File: src/sv/assert_macros.svh
// assertion macros shared by the lexer rtl
`ifndef ASSERT_MACROS_SVH
`define ASSERT_MACROS_SVH

// plain property, checked on every rising clock edge outside reset
`define CTL_ASSERT(label, prop, msg) \
  label: assert property (@(posedge clk_i) disable iff (!rst_ni) (prop)) else $error(msg);

// implication form: when ante holds, cons must hold in the same cycle
`define CTL_ASSERT_IMP(label, ante, cons, msg) \
  label: assert property (@(posedge clk_i) disable iff (!rst_ni) (ante) |-> (cons)) \
    else $error(msg);

`endif

File: src/sv/ctl_pkg.sv
// types, constants and lexer mode codes for the token lexer
`timescale 1ns / 1ps

package ctl_pkg;

  localparam int unsigned MAX_TOKEN_BYTES = 4096;
  localparam int unsigned TOK_LEN_W       = $clog2(MAX_TOKEN_BYTES + 1);
  localparam int unsigned LINE_W          = 24;
  localparam int unsigned MAX_RESULTS     = 3;
  localparam int unsigned CNT_W           = $clog2(MAX_RESULTS + 1);

  localparam logic [LINE_W-1:0] LINE_MAX = '1;

  // lexer mode codes
  localparam logic [2:0] MODE_IDLE    = 3'd0;
  localparam logic [2:0] MODE_WORD    = 3'd1;
  localparam logic [2:0] MODE_EQUALS  = 3'd2;
  localparam logic [2:0] MODE_STRING  = 3'd3;
  localparam logic [2:0] MODE_SLASH   = 3'd4;
  localparam logic [2:0] MODE_COMMENT = 3'd5;
  localparam logic [2:0] MODE_CSTAR   = 3'd6;
  localparam logic [2:0] MODE_PENDING = 3'd7;

  // result kinds
  localparam logic KIND_BYTE = 1'b0;
  localparam logic KIND_END  = 1'b1;

  typedef struct packed {
    logic [7:0] text_byte;
    logic       end_of_text;
  } in_item_t;

  typedef struct packed {
    logic              item_kind;
    logic [7:0]        token_char;
    logic [LINE_W-1:0] line_number;
    logic              last_of_step;
  } out_item_t;

  typedef struct packed {
    logic [2:0]           mode;
    logic                 quote_is_double;
    logic                 escape_active;
    logic [LINE_W-1:0]    line_count;
    logic [TOK_LEN_W-1:0] token_length;
  } lex_state_t;

  typedef struct packed {
    out_item_t [MAX_RESULTS-1:0] items;
    logic [CNT_W-1:0]            count;
  } step_res_t;

  localparam lex_state_t LEX_RESET = '{
    mode:            MODE_IDLE,
    quote_is_double: 1'b0,
    escape_active:   1'b0,
    line_count:      LINE_W'(1),
    token_length:    '0
  };

endpackage

File: src/sv/ctl_step.sv
// next lexer state and result list for one source byte
`timescale 1ns / 1ps

module ctl_step (
  input  ctl_pkg::lex_state_t state_i,
  input  ctl_pkg::in_item_t   item_i,
  output ctl_pkg::lex_state_t state_o,
  output ctl_pkg::step_res_t  res_o
);
  import ctl_pkg::*;

  localparam logic [7:0] CH_TAB   = 8'h09;
  localparam logic [7:0] CH_NL    = 8'h0A;
  localparam logic [7:0] CH_SPACE = 8'h20;
  localparam logic [7:0] CH_DQ    = 8'h22;
  localparam logic [7:0] CH_SQ    = 8'h27;
  localparam logic [7:0] CH_STAR  = 8'h2A;
  localparam logic [7:0] CH_SLASH = 8'h2F;
  localparam logic [7:0] CH_EQ    = 8'h3D;
  localparam logic [7:0] CH_BSL   = 8'h5C;

  localparam logic [TOK_LEN_W-1:0] TOK_LIMIT = TOK_LEN_W'(MAX_TOKEN_BYTES);

  function automatic logic is_word(input logic [7:0] c);
    is_word = c inside {[8'h61:8'h7A], [8'h41:8'h5A], [8'h30:8'h39], 8'h5F};
  endfunction

  lex_state_t                  st;
  logic [7:0]                  c;
  logic [7:0]                  quote_ch;
  logic                        mid_v;     // byte inside the open token
  logic [7:0]                  mid_ch;
  logic                        close_v;   // end marker
  logic                        do_start;  // current byte opens a new token
  logic                        start_v;   // start byte is emitted
  logic [LINE_W-1:0]           close_line;
  logic [CNT_W-1:0]            n;
  out_item_t [MAX_RESULTS-1:0] items;

  always_comb begin
    st         = state_i;
    c          = item_i.text_byte;
    quote_ch   = state_i.quote_is_double ? CH_DQ : CH_SQ;
    mid_v      = 1'b0;
    mid_ch     = c;
    close_v    = 1'b0;
    do_start   = 1'b0;
    start_v    = 1'b0;

    if (item_i.end_of_text) begin
      case (state_i.mode)
        MODE_WORD, MODE_EQUALS, MODE_STRING, MODE_PENDING: begin
          close_v = 1'b1;
        end
        MODE_SLASH: begin
          mid_v   = 1'b1;
          mid_ch  = CH_SLASH;
          close_v = 1'b1;
        end
        default: begin
        end
      endcase
    end else begin
      if (c == CH_NL && st.line_count < LINE_MAX) begin
        st.line_count = st.line_count + LINE_W'(1);
      end
      case (state_i.mode)
        MODE_WORD: begin
          if (is_word(c)) begin
            mid_v = (st.token_length < TOK_LIMIT);
          end else begin
            close_v  = 1'b1;
            do_start = 1'b1;
          end
        end
        MODE_EQUALS: begin
          if (c == CH_EQ) begin
            mid_v = (st.token_length < TOK_LIMIT);
          end else begin
            close_v  = 1'b1;
            do_start = 1'b1;
          end
        end
        MODE_STRING: begin
          if (!st.escape_active && c == quote_ch) begin
            st.escape_active = 1'b0;
            st.mode          = MODE_PENDING;
          end else begin
            mid_v            = (st.token_length < TOK_LIMIT);
            st.escape_active = !st.escape_active && c == CH_BSL;
          end
        end
        MODE_SLASH: begin
          if (c == CH_STAR) begin
            st.mode = MODE_COMMENT;
          end else begin
            // held slash goes out as a one-byte token
            mid_v    = 1'b1;
            mid_ch   = CH_SLASH;
            close_v  = 1'b1;
            do_start = 1'b1;
          end
        end
        MODE_COMMENT: begin
          if (c == CH_STAR) begin
            st.mode = MODE_CSTAR;
          end
        end
        MODE_CSTAR: begin
          if (c == CH_SLASH) begin
            st.mode = MODE_IDLE;
          end else if (c != CH_STAR) begin
            st.mode = MODE_COMMENT;
          end
        end
        MODE_PENDING: begin
          close_v  = 1'b1;
          do_start = 1'b1;
        end
        default: begin
          do_start = 1'b1;
        end
      endcase
    end

    // a held slash always lands, since the token restarts at zero length
    if (mid_v) begin
      st.token_length = st.token_length + TOK_LEN_W'(1);
    end

    close_line = st.line_count;
    if (close_v) begin
      st.token_length  = '0;
      st.mode          = MODE_IDLE;
      st.escape_active = 1'b0;
    end

    if (do_start) begin
      st.token_length  = '0;
      st.escape_active = 1'b0;
      if (c == CH_SPACE || c == CH_TAB || c == CH_NL) begin
        st.mode = MODE_IDLE;
      end else if (is_word(c)) begin
        start_v = 1'b1;
        st.mode = MODE_WORD;
      end else if (c == CH_EQ) begin
        start_v = 1'b1;
        st.mode = MODE_EQUALS;
      end else if (c == CH_SQ || c == CH_DQ) begin
        start_v            = 1'b1;
        st.quote_is_double = (c == CH_DQ);
        st.mode            = MODE_STRING;
      end else if (c == CH_SLASH) begin
        st.mode = MODE_SLASH;
      end else begin
        start_v = 1'b1;
        st.mode = MODE_PENDING;
      end
      if (start_v) begin
        st.token_length = TOK_LEN_W'(1);
      end
    end

    if (item_i.end_of_text) begin
      st = LEX_RESET;
    end

    // pack results in emission order
    items = '0;
    n     = '0;
    if (mid_v) begin
      items[n[1:0]].item_kind  = KIND_BYTE;
      items[n[1:0]].token_char = mid_ch;
      n = n + CNT_W'(1);
    end
    if (close_v) begin
      items[n[1:0]].item_kind   = KIND_END;
      items[n[1:0]].line_number = close_line;
      n = n + CNT_W'(1);
    end
    if (start_v) begin
      items[n[1:0]].item_kind  = KIND_BYTE;
      items[n[1:0]].token_char = c;
      n = n + CNT_W'(1);
    end
    if (n != '0) begin
      items[2'(n - CNT_W'(1))].last_of_step = 1'b1;
    end
  end

  assign state_o     = st;
  assign res_o.items = items;
  assign res_o.count = n;

endmodule

File: src/sv/c_subset_token_lexer_unit.sv
// top level of the streaming c-subset token lexer
// an accepted item is registered in inr_q; its results are registered in items_q once the result queue is free
// throughput: one item per cycle while each item gives at most one result and out_stall_i is low
// an item with k results (k up to 3) holds the result queue until all k results are taken
// reset clears handshake state and lexer state, line counter back to 1
`timescale 1ns / 1ps
`include "assert_macros.svh"

module c_subset_token_lexer_unit (
  input  logic               clk_i,
  input  logic               rst_ni,
  input  logic               in_valid_i,
  output logic               in_stall_o,
  input  ctl_pkg::in_item_t  in_item_i,
  output logic               out_valid_o,
  input  logic               out_stall_i,
  output ctl_pkg::out_item_t out_item_o
);
  import ctl_pkg::*;

  logic                        inr_valid_q;
  in_item_t                    inr_q;
  lex_state_t                  lex_q;
  lex_state_t                  lex_d;
  step_res_t                   res;
  out_item_t [MAX_RESULTS-1:0] items_q;
  logic [CNT_W-1:0]            cnt_q;
  logic                        out_take;
  logic                        list_free;
  logic                        advance;
  logic                        in_take;

  ctl_step u_step (
    .state_i (lex_q),
    .item_i  (inr_q),
    .state_o (lex_d),
    .res_o   (res)
  );

  assign out_take   = (cnt_q != '0) && !out_stall_i;
  assign list_free  = (cnt_q == '0) || (cnt_q == CNT_W'(1) && out_take);
  assign advance    = inr_valid_q && list_free;
  assign in_stall_o = inr_valid_q && !advance;
  assign in_take    = in_valid_i && !in_stall_o;

  assign out_valid_o = (cnt_q != '0);
  assign out_item_o  = items_q[0];

  always_ff @(posedge clk_i or negedge rst_ni) begin
    if (!rst_ni) begin
      inr_valid_q <= 1'b0;
      lex_q       <= LEX_RESET;
      cnt_q       <= '0;
    end else begin
      if (in_take) begin
        inr_valid_q <= 1'b1;
      end else if (advance) begin
        inr_valid_q <= 1'b0;
      end
      if (advance) begin
        lex_q <= lex_d;
        cnt_q <= res.count;
      end else if (out_take) begin
        cnt_q <= cnt_q - CNT_W'(1);
      end
    end
  end

  always_ff @(posedge clk_i) begin
    if (in_take) begin
      inr_q <= in_item_i;
    end
    if (advance) begin
      items_q <= res.items;
    end else if (out_take) begin
      // result queue moves up by one item
      items_q[0] <= items_q[1];
      items_q[1] <= items_q[2];
    end
  end

  `CTL_ASSERT(a_cnt_range, cnt_q <= CNT_W'(MAX_RESULTS), "result count out of range")
  `CTL_ASSERT_IMP(a_last_flag, out_valid_o,
                  out_item_o.last_of_step == (cnt_q == CNT_W'(1)), "last flag misplaced")
  `CTL_ASSERT_IMP(a_end_marker, out_valid_o && out_item_o.item_kind == KIND_END,
                  out_item_o.token_char == 8'h00 && out_item_o.line_number != '0,
                  "malformed end marker")
  `CTL_ASSERT_IMP(a_byte_line, out_valid_o && out_item_o.item_kind == KIND_BYTE,
                  out_item_o.line_number == '0, "token byte carries a line number")
  `CTL_ASSERT(a_tok_len, lex_q.token_length <= TOK_LEN_W'(MAX_TOKEN_BYTES),
              "token length beyond limit")

endmodule
File: config.mk
export PLATFORM = sky130hd
export DESIGN_NAME = c_subset_token_lexer_unit
export DESIGN_NICKNAME = d
export VERILOG_FILES = /design/src/sv/ctl_pkg.sv /design/src/sv/ctl_step.sv /design/src/sv/c_subset_token_lexer_unit.sv
export VERILOG_INCLUDE_DIRS = /design/src /design/src/sv
export SDC_FILE = /design/constraint.sdc
export NUM_CORES = 1
export LEC_CHECK = 0
export BUFFER_PORTS_ARGS = -buffer_cell sky130_fd_sc_hd__buf_2
export CAP_MARGIN = 25
export CORE_MARGIN = 1
export CORE_UTILIZATION = 35
export DETAILED_ROUTE_END_ITERATION = 16
export GPL_TIMING_DRIVEN = 1
export PLACE_DENSITY = 0.51
export SETUP_SLACK_MARGIN = 0.05
export SYNTH_ARGS = -nofsm -noshare
export SYNTH_HDL_FRONTEND = slang
export SYNTH_SLANG_ARGS = --single-unit
File: constraint.sdc
create_clock -name clk_i -period 3.3 [get_ports clk_i]
set_input_delay 0.165 -clock clk_i [delete_from_list [all_inputs] [get_ports clk_i]]
set_output_delay 0.165 -clock clk_i [all_outputs]
set_load 0.005 [all_outputs]
# Word-level counts from Yosys, hierarchy flattened
# Index checks and enable logic that the tools add are counted.
dict set report word_totals {
  reg_bits 156
  out_inout_bits 36
}
dict set report classes {
  n_addsub 6
  order_cmp 14
  n_eq_ne 27
  muxes 81
  n_reduce_logical 39
}
# op count
set op_table {}
lappend op_table {{102-bit bitwise mux} 5}
lappend op_table {{34-bit demux with 2-bit select} 5}
lappend op_table {{102-bit 2-to-1 mux} 3}
lappend op_table {{68-bit 2-to-1 mux} 2}
lappend op_table {{34-bit 2-to-1 mux} 2}
lappend op_table {{25-bit 2-to-1 mux} 2}
lappend op_table {{8-bit by 6-bit == test with 1-bit output, second input constant} 6}
lappend op_table {{42-bit 2-to-1 mux} 1}
lappend op_table {{8-bit 2-to-1 mux} 5}
lappend op_table {{13-bit 2-to-1 mux} 3}
lappend op_table {{3-bit 2-to-1 mux} 11}
lappend op_table {{33-bit 2-to-1 mux} 1}
lappend op_table {{1-bit 2-to-1 mux} 30}
lappend op_table {{24-bit by 1-bit adder with 24-bit output, second input constant} 1}
lappend op_table {{24-bit less-than comparator, second input constant} 1}
lappend op_table {{24-bit 2-to-1 mux} 1}
lappend op_table {{8-bit by 4-bit == test with 1-bit output, second input constant} 2}
lappend op_table {{8-bit by 7-bit == test with 1-bit output, second input constant} 2}
lappend op_table {{8-bit by 7-bit >= comparator with 1-bit output, second input constant} 2}
lappend op_table {{8-bit by 7-bit <= comparator with 1-bit output, second input constant} 2}
lappend op_table {{5-bit by 2-bit != test with 1-bit output, second input constant} 3}
lappend op_table {{1-bit logical AND} 14}
lappend op_table {{13-bit by 1-bit adder with 13-bit output, second input constant} 1}
lappend op_table {{13-bit less-than comparator, second input constant} 1}
lappend op_table {{other kinds (31)} 61}

# Longest topological paths before layout
# Gate-level depths: netlist of run 1.
dict set report logic_depth {
  word_depth 20
  ltp_mapped 13
  mapped_depth_nobuf 11
}

# Cells and area by module
# From an unflattened synthesis of run 1, not the netlist that was laid out.
dict set report hier_totals {
  cells_unflattened 757
  area_unflattened_um2 9097.5
}
# mod instances cells_each area_each_um2 seq_area_each_um2
set by_module_without_submodules {}
lappend by_module_without_submodules {c_subset_token_lexer_unit 1 330 6541.3 4460.5}
lappend by_module_without_submodules {ctl_step 1 427 2556.2 0.0}

# Worst setup path after synthesis of run 1
# No wires, ideal clock.
dict set report synth_path {
  path_kind {reg-to-reg}
  start {register inr_q[1] (netlist bit)}
  end {register lex_q[10] (netlist bit)}
  setup_time_ps 82
  t_arrival_ps 3051
  setup_slack_ps 167
  path_stages_with_launch 13
  path_buffers 2
  synth_period_minus_slack_ps 3133
  cell_sequence {edfxtp_1 > or4_1 > o31ai_1 > a22oi_1 > or4_1 > nand2_1 > nand2_1 > ha_1 > nor4_4 > buf_4 > buf_6 > a21oi_1 > a31oi_1}
}
dict set report synth_via {
  elab_chain_cells 9
  word_cells_on_any_way 32
  classes_between {6 x order compare; 4 x eq/ne; 15 x mux; 7 x reduce/logical}
}
# element line_no
set synth_rtl {}
lappend synth_rtl {{start: declaration} c_subset_token_lexer_unit.sv:22} ;# in_item_t inr_q;
lappend synth_rtl {{start signal: assignment} c_subset_token_lexer_unit.sv:71} ;# inr_q <= in_item_i;
lappend synth_rtl {{8-bit by 7-bit >= comparator with 1-bit output, or another cell as far along} ctl_step.sv:25} ;# is_word = c inside {[8'h61:8'h7A], [8'h41:8'h5A], [8'h30:8'h39], 8'h5F};
lappend synth_rtl {{1-bit logical AND} ctl_step.sv:25}
lappend synth_rtl {{4-bit nonzero test} ctl_step.sv:25}
lappend synth_rtl {{1-bit 2-to-1 mux} ctl_step.sv:69} ;# if (is_word(c)) begin
lappend synth_rtl {{1-bit one-hot mux with 4 select lines} ctl_step.sv:67} ;# case (state_i.mode)
lappend synth_rtl {{1-bit 2-to-1 mux} ctl_step.sv:50} ;# if (item_i.end_of_text) begin
lappend synth_rtl {{13-bit 2-to-1 mux} ctl_step.sv:132} ;# if (close_v) begin
lappend synth_rtl {{13-bit 2-to-1 mux} ctl_step.sv:138} ;# if (do_start) begin
lappend synth_rtl {{42-bit 2-to-1 mux} ctl_step.sv:164} ;# if (item_i.end_of_text) begin
lappend synth_rtl {{end signal: assignment} c_subset_token_lexer_unit.sv:61} ;# lex_q <= lex_d;
lappend synth_rtl {{end: declaration} c_subset_token_lexer_unit.sv:23} ;# lex_state_t lex_q;
# Parallel ways exist; a longest one is shown, timed or not.
# A chain may end at the register's enable or synchronous reset.

# Final worst setup path of run 1
dict set report layout_path {
  start {register inr_q[5] (netlist bit)}
  end {register items_q (netlist bit out_item_o[26]) (data pin)}
}
dict set report layout_via {
  elab_chain_cells 18
  word_cells_on_any_way 72
  classes_between {3 x add/sub; 8 x order compare; 10 x eq/ne; 41 x mux; 10 x reduce/logical}
}
# element line_no
set layout_rtl {}
lappend layout_rtl {{8-bit by 7-bit >= comparator with 1-bit output, or another cell as far along} ctl_step.sv:25}
lappend layout_rtl {{1-bit logical AND} ctl_step.sv:25}
lappend layout_rtl {{4-bit nonzero test} ctl_step.sv:25}
lappend layout_rtl {{1-bit 2-to-1 mux} ctl_step.sv:69}
lappend layout_rtl {{1-bit one-hot mux with 4 select lines} ctl_step.sv:67}
lappend layout_rtl {{1-bit 2-to-1 mux} ctl_step.sv:50}
lappend layout_rtl {{1-bit 2-to-1 mux} ctl_step.sv:171} ;# if (mid_v) begin
lappend layout_rtl {{1-bit by 1-bit adder with 2-bit output} ctl_step.sv:179} ;# n = n + CNT_W'(1);
lappend layout_rtl {{[... 2 more ...]} -}
lappend layout_rtl {{1-bit logical AND (implied by the code)} ctl_step.sv:183} ;# items[n[1:0]].token_char = c;
lappend layout_rtl {{33-bit 2-to-1 mux (implied by the code)} ctl_step.sv:183}
lappend layout_rtl {{34-bit demux with 2-bit select} -}
lappend layout_rtl {{102-bit bitwise mux} ctl_step.sv:183}
lappend layout_rtl {{102-bit 2-to-1 mux} ctl_step.sv:181} ;# if (start_v) begin
lappend layout_rtl {{102-bit bitwise mux} ctl_step.sv:187} ;# items[2'(n - CNT_W'(1))].last_of_step = 1'b1;
lappend layout_rtl {{102-bit 2-to-1 mux (*)} ctl_step.sv:186} ;# if (n != '0) begin
lappend layout_rtl {{68-bit 2-to-1 mux (*)} c_subset_token_lexer_unit.sv:73} ;# if (advance) begin
lappend layout_rtl {{end signal: assignment} c_subset_token_lexer_unit.sv:74} ;# items_q <= res.items;
lappend layout_rtl {{end: declaration} c_subset_token_lexer_unit.sv:26} ;# out_item_t [MAX_RESULTS-1:0] items_q;
# Every way passes the cells marked *; elsewhere a longest branch is shown, timed or not. The select of a mux whose other input is x is not followed.

==> results.sh, run 1 <==
export IMPL_status="completed"
export IMPL_met2_usage_pct=28.0
export IMPL_die_area_sq_um=20500
export IMPL_path_clk_slew_ns=0.06
export IMPL_die_h_um=143
export IMPL_min_to="cnt_q[0]$_DFFE_PN0P_"
export IMPL_fin_util_pct=41.6
export IMPL_ctsLongestPathBuffers=2
export IMPL_grt_overflow_total=0
export IMPL_reg2regPathDepth=10
export IMPL_hold_path_cell_count=4
export IMPL_routed_wl_um=15700
export IMPL_drv_cap=0
export IMPL_relSlewSlack_pct=39.6
export IMPL_grt_busiest_layer="met2"
export IMPL_timing_rr_start="inr_q[5]$_DFFE_PP_"
export IMPL_port_buffers=48
export IMPL_wire_per_inst_um=16.0
export IMPL_place_inst=940
export IMPL_fin_crit_ns=3.12
export IMPL_h_tree_depth=4
export IMPL_dpl_instance_area_sq_um=7330
export IMPL_core_area_sq_um=19500
export IMPL_whs_ns=0.176
export IMPL_nets=729
export IMPL_worst_pin_slew_ns=0.907
export IMPL_fillCellCount=1860
export IMPL_p_leak_nw=3.21
export IMPL_firstDrtPassIters=7
export IMPL_synthArstFlopShare_pct=34.4
export IMPL_grt_pass1_vias=5074
export IMPL_yosysUniqueCellTypes=75
export IMPL_hold_viol_final=0
export IMPL_yosysTopAreaCell="edfxtp_1"
export IMPL_grt_max_degree=67
export IMPL_start_util_pct=35.8
export IMPL_syn_nets=691
export IMPL_slew_viol_final=0
export IMPL_critPathKind="reg2reg"
export IMPL_stdcell_area_sq_um=8100
export IMPL_hold_class="in2reg"
export IMPL_start_kind="flip-flop"
export IMPL_power_total_mw=7.12
export IMPL_syn_area_per_cell_sq_um=10.4
export IMPL_syn_inst=669
export IMPL_synth_edf_count=86
export IMPL_fp_dieW_um=143
export IMPL_numCtsBuffers=17
export IMPL_cp_max_fo=5
export IMPL_synth_yosys_seq_area_share_pct=53.3
export IMPL_rsz0062_at_grt="false"
export IMPL_num_antenna_cells=0
export IMPL_min_delay_start="out_stall_i"
export IMPL_fmax_mhz=321
export IMPL_syn_area_sq_um=6970
export IMPL_track_usage_pct=16.6
export IMPL_grt_util_met3_pct=3.52
export IMPL_power_density_nw_per_um2=879
export IMPL_crit_arrival_ns=3.28
export IMPL_vias=5164
export IMPL_crit_required_ns=3.46
export IMPL_layout_cells_non_filler=985
export IMPL_multi_input_area_sq_um=2800
export IMPL_rows=51
export IMPL_use_met1_pct=20.6
export IMPL_timing_rr_end="out_item_o[26]$_DFFE_PP_"
export IMPL_ys_warn_count=0
export IMPL_synth_seq_cells=131
export IMPL_numClockSinks=131
export IMPL_rrSetupSlack_ns=0.18
export IMPL_drt_iter0_markers=318
export IMPL_syn2layout_area_growth_pct=16.3
export IMPL_regArea_sq_um=3710
export IMPL_min_period_over_period_pct=94.5
export IMPL_setup_tns_ns=0
export IMPL_finalSetupViolCount=0
export IMPL_dp_hpwl_um=10500
export IMPL_cts_tree="yes"
export IMPL_drc=0
export IMPL_synth_top_cell_area_share_pct=37.1
export IMPL_pre_cts_slack_ns=0.0292
export IMPL_peakVddDrop_mv=0.561
export IMPL_crit_path_start="inr_q[5]$_DFFE_PP_"
export IMPL_fin_ws_ns=0.180
export IMPL_gp_congestion=0.876
export IMPL_grt_pass1_wl_um=26000
export IMPL_antenna_found_initial=0
export IMPL_end_kind="flip-flop"
export IMPL_viasPerCell=5.24
export IMPL_cts_root_buf="clkbuf_16"
export IMPL_ant_nets=0
export IMPL_finalClockSkew_ns=0.0108
export IMPL_clk_insertion_delay_late_ns=0.42
export IMPL_layout_drive_gt1_share_pct=20.3
export IMPL_synth_flop_cell="edfxtp_1"
export IMPL_io_pins=49
export IMPL_synth_area_leaders="edfxtp_1 37%, dfrtp_1 16%, nand2_1 4.2%"
-- synth_stat cells (4+ instances only) --
master / instances
xor2_1: 15
o21ai_0: 54
o21ai_1: 10
dfrtp_1: 44
nor4b_1: 4
a21oi_1: 27
a22o_1: 15
buf_4: 35
a31oi_1: 14
inv_1: 15
o31ai_1: 16
nand2b_1: 14
and3_1: 31
buf_6: 4
o221a_2: 5
buf_2: 11
nor2_1: 55
nand2_1: 78
nand4_1: 7
nor3_1: 4
xnor2_1: 9
edfxtp_1: 86
clkbuf_1: 24
nand3_1: 11
ha_1: 8
-- layout by cell type, fill, tap and decap left out, types with 17 or more instances in the layout --
master / count
edfxtp_1: 86
nand2_1: 78
nor2_1: 55
o21ai_0: 54
buf_2: 48
dfrtp_1: 44
buf_4: 34
and3_1: 30
a21oi_1: 27
clkbuf_16: 17
-- sequential cells by signal, indices dropped and copies added, names as in the netlist --
name,count
cnt_q,2
inr_valid_q,1
items_q,43
inr_q,9
out_item_o,34
lex_q,42
-- kinds of logic after synthesis --
logic type,Yosys count,share of synthesized area [%]
and+or+nand+nor,237,17.6
AOI/OAI and AO/OA,175,16.5
DFF,131,53.3
buffers and inverters,90,7.36
xor gates and xnor gates,24,3.02
adders and majority gates,9,1.72
muxes,3,0.449
-- repair_timing --
action	CTS	global route
hold buffers	11	0
setup endpoints to repair	4	30
resized for setup	1	11
pin swaps	0	5
endpoints found under the hold margin	44	0
setup buffers	0	2
-- metal layers --
metal,vias to the layer above,part of all wire (%)
met1,2533,46
met2,109,49
met5,-,0
li1,2502,-
met4,0,1.6
met3,20,3.5
-- worst max-delay path: stages, from the launching register on --
cell and delay, ns:
edfxtp_1 0.45, or4_4 0.58, o31ai_2 0.18, a22oi_1 0.12
or4_4 0.50, nand2_1 0.08, nand2_1 0.09, ha_1 0.21
o2111a_1 0.15, or3_4 0.37, o221a_2 0.14
-- final cells by class --
cell class              count  area share (%)
multi-input cells         448            34.5
clock buffers              19            5.59
well taps                 265            4.09
clock inverters            13            1.65
repair buffers             94            7.62
flip-flops and latches    131            45.8
inverters                  15           0.695
-- power by group --
part | total [mW] | internal, mW | switching, mW
Combinational | 2.52 | 0.952 | 1.57
Clock | 1.87 | 1.15 | 0.723
Sequential | 2.73 | 2.51 | 0.224
-- how the worst max path moves through the flow --
| stage | end | slack (ns) | cells after the start |
|---|---|---|---|
| finish | out_item_o[26]$_DFFE_PP_ | 0.18 | 10 |
| global route | out_item_o[27]$_DFFE_PP_ | 0.05 | 10 |
| CTS | lex_q[9]$_DFFE_PN0P_ | 0.05 | 11 |
| detailed placement | lex_q[4]$_DFFE_PN0P_ | 0.03 | 11 |
| global placement | lex_q[6]$_DFFE_PN0P_ | 0.11 | 11 |
| floorplan | lex_q[10]$_DFFE_PN0P_ | 0.17 | 12 |
Note: power is estimated with default switching activity, not from simulation.
==> run 2: changes to the inputs <==
--- a/config.mk
+++ b/config.mk
@@ -12,7 +12,7 @@
 export CORE_UTILIZATION = 35
 export DETAILED_ROUTE_END_ITERATION = 16
 export GPL_TIMING_DRIVEN = 1
-export PLACE_DENSITY = 0.51
+export PLACE_DENSITY_LB_ADDON = 0.05
 export SETUP_SLACK_MARGIN = 0.05
 export SYNTH_ARGS = -nofsm -noshare
 export SYNTH_HDL_FRONTEND = slang
==> results.sh, run 2 (synthesized netlist as in run 1, its figures left out) <==
export IMPL_status="completed"
export IMPL_path_clk_slew_ns=0.06
export IMPL_peakVddDrop_mv=0.408
export IMPL_crit_required_ns=3.57
export IMPL_switching_share_pct=35.7
export IMPL_top_register="items_q"
export IMPL_path_delay_family="simple AND/OR/NAND/NOR gates"
export IMPL_stdcell_area_sq_um=8200
export IMPL_power_density_nw_per_um2=873
export IMPL_p_seq_share_pct=38.0
export IMPL_cts_root_buf="clkbuf_16"
export IMPL_drv_cap=0
export IMPL_h_tree_depth=4
export IMPL_clockPowerShare_pct=25.1
export IMPL_nets=738
export IMPL_numClockSinks=131
export IMPL_viasPerCell=5.14
export IMPL_intPower_mw=4.60
export IMPL_layout_drive_gt1_share_pct=21.8
export IMPL_die_h_um=143
export IMPL_routed_wl_um=16200
export IMPL_antenna_found_initial=0
export IMPL_wire_per_inst_um=16.3
export IMPL_fillCellCount=1871
export IMPL_rows=51
export IMPL_worst_pin_slew_ns=0.809
export IMPL_crit_arrival_ns=3.42
export IMPL_power_switching_mw=2.56
export IMPL_start_kind="flip-flop"
export IMPL_core_area_sq_um=19500
export IMPL_cts_tree="yes"
export IMPL_drt_iter0_markers=293
export IMPL_slew_viol_final=0
export IMPL_grt_max_degree=67
export IMPL_drc=0
export IMPL_min_period_over_period_pct=95.4
export IMPL_final_common_cell="edfxtp_1"
export IMPL_start_util_pct=35.8
export IMPL_layout_cells_non_filler=994
export IMPL_ctsLongestPathBuffers=2
export IMPL_fp_dieW_um=143
export IMPL_firstDrtPassIters=4
export IMPL_die_area_sq_um=20500
export IMPL_end_kind="flip-flop"
export IMPL_ant_nets=0
export IMPL_finalSetupViolCount=0
export IMPL_crit_buf_inv=1
export IMPL_cp_max_fo=6
export IMPL_vias=5109
export IMPL_clk_insertion_delay_late_ns=0.42
export IMPL_grt_overflow_total=0
export IMPL_fin_crit_ns=3.15
export IMPL_io_pins=49
export IMPL_grt_pass1_vias=4960
export IMPL_place_inst=943
export IMPL_p_leak_nw=3.27
export IMPL_combinationalPowerShare_pct=36.9
export IMPL_rsz0062_at_grt="false"
export IMPL_hold_viol_final=0
export IMPL_largest_register_ffs=43
export IMPL_worstPathCellList="or4b_4 -> or3_4 -> a221oi_4 -> and2_4 -> nand2_1 -> nand2_2 -> ha_2 -> buf_4 -> or3b_1 -> a21oi_1"
export IMPL_fin_util_pct=42.2
export IMPL_track_usage_pct=17.0
export IMPL_gp_congestion=0.843
export IMPL_grt_pass1_wl_um=26400
export IMPL_finalClockSkew_ns=0.00754
export IMPL_critPathKind="reg2reg"
export IMPL_num_antenna_cells=0
export IMPL_layout_common_cells="86 x edfxtp_1, 77 x nand2_1, 55 x nor2_1"
export IMPL_syn2layout_area_growth_pct=17.8
export IMPL_port_buffers=48
export IMPL_dpl_instance_area_sq_um=7390
export IMPL_cp_slowest_cell="or4b_4"
export IMPL_fmax_mhz=318
export IMPL_dp_hpwl_um=10500
export IMPL_power_total_mw=7.16
export IMPL_numCtsBuffers=17
export IMPL_hold_class="in2reg"
export IMPL_relSlewSlack_pct=46.0
export IMPL_max_stage_delay_ns=0.56
export IMPL_setup_tns_ns=0
-- run 2: final timing paths --
path / start / to / slack, ns / cells past startpoint
setup / recovery: inr_q[8]$_DFFE_PP_ / items_q[34]$_DFFE_PP_ / 0.15 / 10
hold reg to reg: lex_q[8]$_DFFE_PN0P_ / lex_q[8]$_DFFE_PN0P_ / 0.49 / 1
min in group asynchronous: rst_ni / lex_q[9]$_DFFE_PN0P_ / 0.38 / 2
max in group asynchronous: rst_ni / lex_q[30]$_DFFE_PN0P_ / 2.20 / 3
hold / removal: out_stall_i / cnt_q[0]$_DFFE_PN0P_ / 0.19 / 4
setup reg to reg: inr_q[8]$_DFFE_PP_ / items_q[34]$_DFFE_PP_ / 0.15 / 10
-- run 2: repair_timing --
action | in CTS | in global routing
gates resized for setup | 2 | 15
hold buffers | 11 | 0
buffers inserted | 4 | 4
hold endpoints to repair | 40 | 0
setup endpoints to repair | 19 | 32
pin swaps | 1 | 2
-- run 2: cell type report --
cell class	count	area [sq um]	share of cell area (%)
Clock buffer	19	453	5.52
Sequential cell	131	3710	45.2
Tap cell	265	332	4.04
Clock inverter	13	110	1.34
Inverter	15	56.3	0.686
Multi-Input combinational cell	448	2820	34.4
Timing Repair Buffer	103	722	8.80
-- run 2: routing by layer --
layer / wire [um] / vias up / track usage, %
met5: 0 / - / 0
met4: 198 / 0 / 6.28
met3: 359 / 11 / 2.98
met2: 7920 / 79 / 27.8
met1: 7720 / 2499 / 22.5
li1: - / 2520 / -
-- run 2: worst reg2reg max path: stages (launching register included) --
cell	delay (ns)
edfxtp_1	0.43
or4b_4	0.56
or3_4	0.43
a221oi_4	0.31
and2_4	0.18
nand2_1	0.06
nand2_2	0.08
ha_2	0.29
buf_4	0.16
or3b_1	0.36
a21oi_1	0.13
-- run 2: per-stage QoR --
stage | hold slack (ns) | setup slack [ns]
floorplan | -0.131 | 0.167
global placement | 0.303 | 0.0373
detailed placement | 0.317 | -0.0547
CTS | 0.194 | 0.0577
global route | 0.224 | 0.0422
finish | 0.194 | 0.151
-- run 2: power by group through the flow --
| stage | sequential, mW | clock [mW] | combinational, mW |
|---|---|---|---|
| 6_report | 2.72 | 1.80 | 2.64 |
| 5_1_grt | 2.79 | 1.91 | 2.98 |
| 4_1_cts | 2.73 | 1.85 | 2.62 |
| 3_5_place_dp | 2.76 | 0 | 2.57 |
| 3_3_place_gp | 2.75 | 0 | 2.56 |
| 2_1_floorplan | 2.68 | 0 | 1.96 |
==> run 3: changes to the inputs <==
--- a/config.mk
+++ b/config.mk
@@ -6,11 +6,11 @@
 export SDC_FILE = /design/constraint.sdc
 export NUM_CORES = 1
 export LEC_CHECK = 0
-export BUFFER_PORTS_ARGS = -buffer_cell sky130_fd_sc_hd__buf_2
 export CAP_MARGIN = 25
 export CORE_MARGIN = 1
 export CORE_UTILIZATION = 35
 export DETAILED_ROUTE_END_ITERATION = 16
+export DONT_BUFFER_PORTS = 1
 export GPL_TIMING_DRIVEN = 1
 export PLACE_DENSITY_LB_ADDON = 0.05
 export SETUP_SLACK_MARGIN = 0.05
==> results.sh, run 3 (synthesized netlist as in run 1, its figures left out) <==
export IMPL_slew_viol_final=0
export IMPL_path_delay_family="simple AND/OR/NAND/NOR gates"
export IMPL_layout_drive_gt1_share_pct=16.3
export IMPL_worstPathCellList="or4_4 -> o31ai_4 -> a22oi_2 -> or4_4 -> nand2_1 -> nand2_1 -> ha_2 -> nor4_4 -> or2b_1 -> a31oi_4"
export IMPL_grt_pass1_wl_um=25700
export IMPL_core_area_sq_um=19500
export IMPL_crit_buf_inv=0
export IMPL_ctsLongestPathBuffers=2
export IMPL_min_period_over_period_pct=95.3
export IMPL_grt_util_met3_pct=3.52
export IMPL_cp_slowest_cell="or4_4"
export IMPL_fp_dieW_um=143
export IMPL_routed_wl_um=15700
export IMPL_crit_required_ns=3.63
export IMPL_track_usage_pct=16.4
export IMPL_num_antenna_cells=0
export IMPL_syn2layout_area_growth_pct=15.6
export IMPL_p_leak_nw=3.12
export IMPL_ant_nets=0
export IMPL_hold_class="in2reg"
export IMPL_timing_rr_start="inr_q[3]$_DFFE_PP_"
export IMPL_gp_congestion=0.816
export IMPL_numCtsBuffers=17
export IMPL_cts_tree="yes"
export IMPL_wire_per_inst_um=16.6
export IMPL_crit_arrival_ns=3.48
export IMPL_drv_cap=0
export IMPL_fin_crit_ns=3.15
export IMPL_die_area_sq_um=20500
export IMPL_drt_iter0_markers=318
export IMPL_viasPerCell=5.22
export IMPL_largest_register_ffs=43
export IMPL_start_kind="flip-flop"
export IMPL_grt_overflow_total=0
export IMPL_met2_usage_pct=27.2
export IMPL_fmax_mhz=318
export IMPL_final_common_cell="edfxtp_1"
export IMPL_hold_viol_final=0
export IMPL_min_delay_start="out_stall_i"
export IMPL_grt_pass1_vias=4895
export IMPL_port_buffers=0
export IMPL_reg2regPathDepth=10
export IMPL_hold_path_cell_count=3
export IMPL_rsz0062_at_grt="true"
export IMPL_end_kind="flip-flop"
export IMPL_status="completed"
export IMPL_clk_insertion_delay_late_ns=0.42
export IMPL_finalSetupViolCount=0
export IMPL_antenna_found_initial=0
export IMPL_numClockSinks=131
export IMPL_rrSetupSlack_ns=0.15
export IMPL_drc=0
export IMPL_whs_ns=0.0786
export IMPL_layout_common_cells="86 x edfxtp_1, 78 x nand2_1, 55 x nor2_1"
export IMPL_dp_hpwl_um=10200
export IMPL_min_to="cnt_q[0]$_DFFE_PN0P_"
export IMPL_worst_pin_slew_ns=0.746
export IMPL_vias=4944
export IMPL_top_register="items_q"
export IMPL_relSlewSlack_pct=50.3
export IMPL_power_density_nw_per_um2=896
export IMPL_cp_max_fo=4
export IMPL_rows=51
export IMPL_grt_max_degree=69
export IMPL_path_clk_slew_ns=0.06
export IMPL_critPathKind="reg2reg"
export IMPL_fillCellCount=1886
export IMPL_peakVddDrop_mv=0.514
export IMPL_h_tree_depth=4
export IMPL_io_pins=49
export IMPL_timing_rr_end="lex_q[2]$_DFFE_PN0P_"
export IMPL_max_stage_delay_ns=0.57
export IMPL_grt_busiest_layer="met2"
export IMPL_finalClockSkew_ns=0.00807
export IMPL_start_util_pct=35.8
export IMPL_nets=691
export IMPL_cts_root_buf="clkbuf_16"
export IMPL_power_total_mw=7.21
export IMPL_use_met1_pct=21.1
export IMPL_firstDrtPassIters=5
export IMPL_die_h_um=143
## run 3: worst max path at each step
stage / startpoint / end / slack (ns) / cells after the start
after global placement: inr_q[5]$_DFFE_PP_ / lex_q[5]$_DFFE_PN0P_ / 0.05 / 11
after floorplan: inr_q[1]$_DFFE_PP_ / lex_q[10]$_DFFE_PN0P_ / 0.17 / 12
final: inr_q[3]$_DFFE_PP_ / lex_q[2]$_DFFE_PN0P_ / 0.15 / 10
after detailed placement: inr_q[5]$_DFFE_PP_ / lex_q[10]$_DFFE_PN0P_ / -0.06 / 11
after global routing: inr_q[3]$_DFFE_PP_ / lex_q[2]$_DFFE_PN0P_ / 0.03 / 11
after CTS: inr_q[5]$_DFFE_PP_ / lex_q[3]$_DFFE_PN0P_ / 0.09 / 11
## run 3: metrics by stage
step                std cells  worst slack, ns  TNS, ns  util, %  instance area, sq um
finish                    947            0.154        0     41.4                  8050
global route              947           0.0275        0     41.4                  8050
CTS                       943           0.0928        0     40.8                  7940
detailed placement        896          -0.0616   -0.276     36.7                  7130
global placement          896           0.0468        0     36.7                  7130
floorplan                 669            0.167        0        -                  6970
## run 3: where the power goes
part	total, mW	internal, mW	switching [mW]
combinational	2.43	0.892	1.53
clock	2.02	1.31	0.716
sequential	2.76	2.51	0.247
## run 3: routing by layer
| layer | vias up | wire length [um] |
|---|---|---|
| met4 | 0 | 160 |
| met2 | 93 | 7770 |
| met3 | 11 | 448 |
| met1 | 2415 | 7340 |
| li1 | 2425 | - |
| met5 | - | 0 |
## run 3: area by class of cell
cell class | count | area (sq um) | share of cell area, %
sequential | 131 | 3710 | 46.1
multi-input combinational | 448 | 2830 | 35.2
timing repair buffer | 56 | 484 | 6.02
clock buffer | 20 | 457 | 5.67
tap | 265 | 332 | 4.12
clock inverter | 12 | 176 | 2.19
inverter | 15 | 56.3 | 0.700
## run 3: what timing repair did
item / in CTS / in global routing
endpoints found under the setup margin: 15 / 27
hold buffers: 12 / 0
setup buffers: 3 / 4
hold endpoints to repair: 55 / 0
pin swaps: 1 / 4
resized for setup: 2 / 14
## run 3: tightest hold or removal path: cells and delay by family
kind | cells | cell delay, ns
AO/OA/AOI/OAI | 1 | 0.07
XOR/XNOR | 1 | 0.15
AND/OR/NAND/NOR | 1 | 0.06
